<file path="src/rtl/core/qte_pkg.sv">
// ----------------------------------------------------------------------------
// qte_pkg: shared types and constants for the quaternion to Euler converter
// Fixed-point widths, the CORDIC arctangent table and angle constants in Q30.
// ----------------------------------------------------------------------------
`default_nettype none
package qte_pkg;

   // Internal Q1.15 quaternion component width
   localparam int Q_WIDTH    = 16;
   // Product of two Q1.15 values
   localparam int PROD_WIDTH = 32;
   // Sum-of-products terms in Q5.30, with headroom for any input pattern
   localparam int SUM_WIDTH  = 35;
   // CORDIC x/y datapath width
   localparam int XY_WIDTH   = 37;
   // CORDIC angle accumulator width, units of 2^-30 rad
   localparam int ACC_WIDTH  = 34;
   // Square-root datapath
   localparam int SQ_WIDTH   = 62;
   localparam int RAD_WIDTH  = 61;
   localparam int ROOT_WIDTH = 31;
   localparam int ROOT_STEPS = 31;
   // Pitch operand width when not saturated
   localparam int SP_WIDTH   = 31;

   localparam logic signed [ACC_WIDTH-1:0] PIHALF_Q30 = 34'sd1686629713;
   localparam longint PI_Q30_L     = 64'sd3373259426;
   localparam longint PIHALF_Q30_L = 64'sd1686629713;

   // atan(2^-i) * 2^30, rounded down
   localparam logic [31:0] ATAN_TAB [0:31] = '{
      32'd843314856, 32'd497837829, 32'd263043836, 32'd133525158,
      32'd67021686,  32'd33543515,  32'd16775850,  32'd8388437,
      32'd4194282,   32'd2097149,   32'd1048575,   32'd524287,
      32'd262143,    32'd131071,    32'd65535,     32'd32767,
      32'd16383,     32'd8191,      32'd4095,      32'd2047,
      32'd1023,      32'd511,       32'd255,       32'd127,
      32'd63,        32'd31,        32'd15,        32'd7,
      32'd3,         32'd1,         32'd0,         32'd0
   };

   // Operands carried alongside the square-root pipeline
   typedef struct packed {
      logic signed [SUM_WIDTH-1:0] sr;
      logic signed [SUM_WIDTH-1:0] cr;
      logic signed [SUM_WIDTH-1:0] sy;
      logic signed [SUM_WIDTH-1:0] cy;
      logic signed [SP_WIDTH-1:0]  sp;
      logic                        sat;
      logic                        neg;
   } side_type;

endpackage
`default_nettype wire

</file>
<file path="src/rtl/core/qte_isqrt.sv">
// ----------------------------------------------------------------------------
// qte_isqrt: pipelined integer square root
// Floor square root of a 61-bit radicand, one result bit per register stage.
// ----------------------------------------------------------------------------
`default_nettype none
module qte_isqrt
   import qte_pkg::*;
(
   input  wire logic                  clock,
   input  wire logic [RAD_WIDTH-1:0]  radicand,
   output logic      [ROOT_WIDTH-1:0] root
);

   logic [SQ_WIDTH-1:0] rem_ff  [1:ROOT_STEPS];
   logic [SQ_WIDTH-1:0] root_ff [1:ROOT_STEPS];

   // One restoring step per stage, trial bit falling by four each time
   for (genvar j = 0; j < ROOT_STEPS; j++) begin : g_step
      localparam logic [SQ_WIDTH-1:0] BIT = SQ_WIDTH'(1) << (2 * (ROOT_STEPS - 1 - j));
      logic [SQ_WIDTH-1:0] rem_cur;
      logic [SQ_WIDTH-1:0] root_cur;
      logic [SQ_WIDTH-1:0] trial;
      // Stage zero works on the input itself
      if (j == 0) begin : g_first
         assign rem_cur  = {1'b0, radicand};
         assign root_cur = '0;
      end else begin : g_next
         assign rem_cur  = rem_ff[j];
         assign root_cur = root_ff[j];
      end
      assign trial = root_cur + BIT;
      always_ff @(posedge clock) begin
         if (rem_cur >= trial) begin
            rem_ff[j+1]  <= rem_cur - trial;
            root_ff[j+1] <= (root_cur >> 1) + BIT;
         end else begin
            rem_ff[j+1]  <= rem_cur;
            root_ff[j+1] <= root_cur >> 1;
         end
      end
   end

   assign root = root_ff[ROOT_STEPS][ROOT_WIDTH-1:0];

endmodule
`default_nettype wire

</file>
<file path="config.mk">
export PLATFORM = sky130hd
export DESIGN_NAME = qte_isqrt
export DESIGN_NICKNAME = d
export VERILOG_FILES = /design/src/rtl/core/qte_pkg.sv /design/src/rtl/core/qte_isqrt.sv
export SDC_FILE = /design/constraint.sdc
export NUM_CORES = 2
export LEC_CHECK = 0
export BUFFER_PORTS_ARGS = -buffer_cell sky130_fd_sc_hd__buf_4
export CORE_MARGIN = 2
export CORE_UTILIZATION = 40
export CTS_CLUSTER_SIZE = 20
export DETAILED_ROUTE_END_ITERATION = 8
export GPL_ROUTABILITY_DRIVEN = 0
export PLACE_DENSITY_LB_ADDON = 0.15
export SKIP_LAST_GASP = 1
export SYNTH_ARGS = -nofsm -noshare
export SYNTH_HDL_FRONTEND = slang
export SYNTH_SLANG_ARGS = --single-unit
</file>
<file path="constraint.sdc">
create_clock -name clock -period 4.2 [get_ports clock]
set_input_delay 0.84 -clock clock [delete_from_list [all_inputs] [get_ports clock]]
set_output_delay 0.84 -clock clock [all_outputs]
set_load 0.05 [all_outputs]
</file>
==> flow_metrics.py <==
metrics = {
    "clock_tree": {
        "numCtsBuffers": 237,
        "htree_levels": 4,
        "cts-root-buf": "clkbuf_16",
        "path_clk_slew_ns": 0.06,
        "cts_buffer_depth": 3,
        "cts_sinks": 2356,
        "postCtsSetupBuffers": 0,
        "clock_latency_ns": 0.90,
        "cts_tree": "done",
    },
    "routing": {
        "drc": 0,
        "postRouteWirelength_mm": 231,
        "ant_nets": 0,
        "routed_via_density": 5.17,
        "wl_per_cell_um": 18.5,
        "drtIter0Drc": 4413,
        "num_vias": 64586,
        "drtPass1Iterations": 6,
    },
    "power": {
        "total_power_mw": 70.8,
        "p_leak_nw": 46.4,
        "p_per_area_nw_per_um2": 684,
        "ir_drop_mv": 0.472,
    },
    "floorplan": {
        "die_area_um2": 228000,
        "die_y_um": 478,
        "start_util_pct": 40.3,
        "row_count": 173,
        "chipWidth_um": 478,
        "core_um2": 223000,
        "ios": 93,
    },
    "grt": {
        "grt_max_degree": 55,
        "grt_pass1_wl_mm": 360,
        "grt_usage_pct": 19.8,
        "antenna_found_initial": 13,
        "grt_pass1_vias": 63678,
        "overflow": 0,
    },
    "flow_run": {
        "cap_violations": 0,
    },
    "layout": {
        "final_cell_area_um2": 104000,
        "fin_util_pct": 46.5,
        "final_common_cell": "dfxtp_1",
        "nets": 9897,
        "drive_gt1_share_pct": 7.84,
        "stdcell_count": 12489,
        "area_delta_synth_final_pct": 15.4,
        "final_cell_mix": "dfxtp_1, inv_1, nor2_1",
    },
    "worst_setup_path": {
        "cp_data_required_time_ns": 5.02,
        "r2r_end": "rem_ff[1][850]",
        "r2r_setup_slack_ns": 0.22,
        "crit_path_start_kind": "register",
        "crit_fanout": 10,
        "rr_worst_depth": 11,
        "cp-end-kind": "register",
        "arrival_ns": 4.79,
        "path_class": "register to register",
        "r2r-start": "root_ff[0][1765]",
    },
    "synthesis": {
        "synth-seq-area-share_pct": 52.6,
        "yosys.area.top_type": "dfxtp_1",
        "synth.distinct_cells": 99,
        "yosys_warnings": 0,
        "synth-seq-cells": 2356,
        "synth_edf_count": 0,
        "avgSynthCellArea_um2": 9.94,
        "synth_top_cell_area_share_pct": 52.6,
        "synth_area_um2": 89700,
        "syn_inst": 9026,
        "synthArstFlopShare_pct": 0,
        "synth_ff_type": "dfxtp_1",
        "synth_area_leaders": "dfxtp_1, ha_1, xnor2_1, xor2_1, a21oi_1",
    },
    "timing": {
        "setup_violations": 0,
        "clock-skew-final_ns": 0.0780,
        "period_needed_ns": 3.98,
        "worstMarginPinSlew_ns": 1.34,
        "hold_ws_ns": 0.314,
        "slew_headroom_pct": 9.68,
        "rsz0062_at_grt": "no",
        "finalHoldViolCount": 0,
        "fmax_mhz": 252,
        "finalMaxSlewViolations": 0,
        "setup_tns_ns": 0,
        "setup_ws_ns": 0.224,
        "finalCritPeriodShare_pct": 94.7,
    },
    "place": {
        "dp_hpwl_mm": 183,
        "place_inst": 11987,
        "post-place-ws_ns": -0.274,
        "place_area_um2": 94100,
        "io_buffer_count": 92,
    },
    "min_path": {
        "min_from": "root_ff[0][1266]",
        "min_path_type": "register to register",
        "min_path_cells": 0,
        "hold_path_end": "root_ff[0][1327]",
    },
    "run_status": {
        "status": "finished clean",
    },
}
==> power by group <==
group	internal, mW	total, mW	switching, mW	leakage, nW
sequential	27.3	31.9	4.60	19.7
combinational	7.09	16.2	9.07	22.5
clock	13.8	22.8	9.01	4.23
==> routing by layer <==
metal  GRT usage, %  vias to the layer above  share of wire [%]
met4           4.77                        6                2.0
met1           26.3                    30727                 46
met2           33.6                     1428                 48
li1               -                    32122                  -
met3           2.76                      303                4.4
met5              0                        -              0.018
==> sequential cells by signal (all words and copies together), names as in the netlist <==
name	count
rem_ff	1860
root_ff	496
==> worst max-delay path: stages (launching register included) <==
cell      delay, ns
dfxtp_1        0.32
inv_1          0.04
ha_1           0.42
nand4_1        0.18
or3_1          0.49
or4_1          0.75
o31a_1         0.38
nor3b_4        0.18
a211oi_4       0.39
nand2_2        0.24
nor4_1         0.29
xor2_1         0.21
==> worst max path at each step <==
| stage | start | slack, ns | endpoint |
|---|---|---|---|
| final | root_ff[0][1765] | 0.22 | rem_ff[1][850] |
| after global placement | root_ff[0][1094] | -0.29 | rem_ff[1][185] |
| after floorplan | root_ff[0][1765] | 0.93 | rem_ff[1][847] |
| after global routing | root_ff[0][1384] | 0.008 | rem_ff[1][495] |
| after CTS | root_ff[0][1094] | 0.07 | rem_ff[1][185] |
| after detailed placement | root_ff[0][1094] | -0.27 | rem_ff[1][185] |
==> synthesized netlist by cell type (73+ instances only) <==
| library cell | n |
|---|---|
| or3_1 | 108 |
| nand3_1 | 169 |
| clkbuf_1 | 160 |
| nand2_1 | 576 |
| a21o_1 | 206 |
| nor2b_1 | 73 |
| ha_1 | 523 |
| xnor2_1 | 463 |
| o21ai_0 | 404 |
| nor3_1 | 227 |
| inv_1 | 649 |
| nand4_1 | 147 |
| a21oi_1 | 546 |
| xor2_1 | 366 |
| dfxtp_1 | 2356 |
| nor2_1 | 602 |
| o21a_1 | 94 |
| nand2b_1 | 90 |
| nor4_1 | 311 |
==> layout make-up <==
type | count | area, um^2
antenna | 3 | 7.51
clock buffer | 308 | 6680
clock inverter | 130 | 2090
fill | 20991 | 119000
inverter | 652 | 2450
multi-input combinational | 5825 | 39400
sequential | 2356 | 47200
tap | 2975 | 3720
timing repair buffer | 240 | 2030
==> logic make-up (layout without fill, tap and decap cells) <==
family                     after synthesis  count (layout)  share of synthesized area (%)
AOI/OAI and AO/OA                     1714            1714                           12.0
other                                    1               5                        0.00418
xor gates and xnor gates               829             829                           8.09
buffers and inverters                  846            1330                           3.59
adders and majority gates              523             523                           7.30
DFF                                   2356            2356                           52.6
and+or+nand+nor                       2687            2687                           15.6
muxes                                   70              70                          0.858
==> repair_timing <==
action	4_1_cts	5_1_grt
hold endpoints to repair	61	0
endpoints found under the setup margin	3	10
cloned	0	0
resized for setup	1	3
hold buffers	61	0
Note: power is estimated with default switching activity, not from simulation.
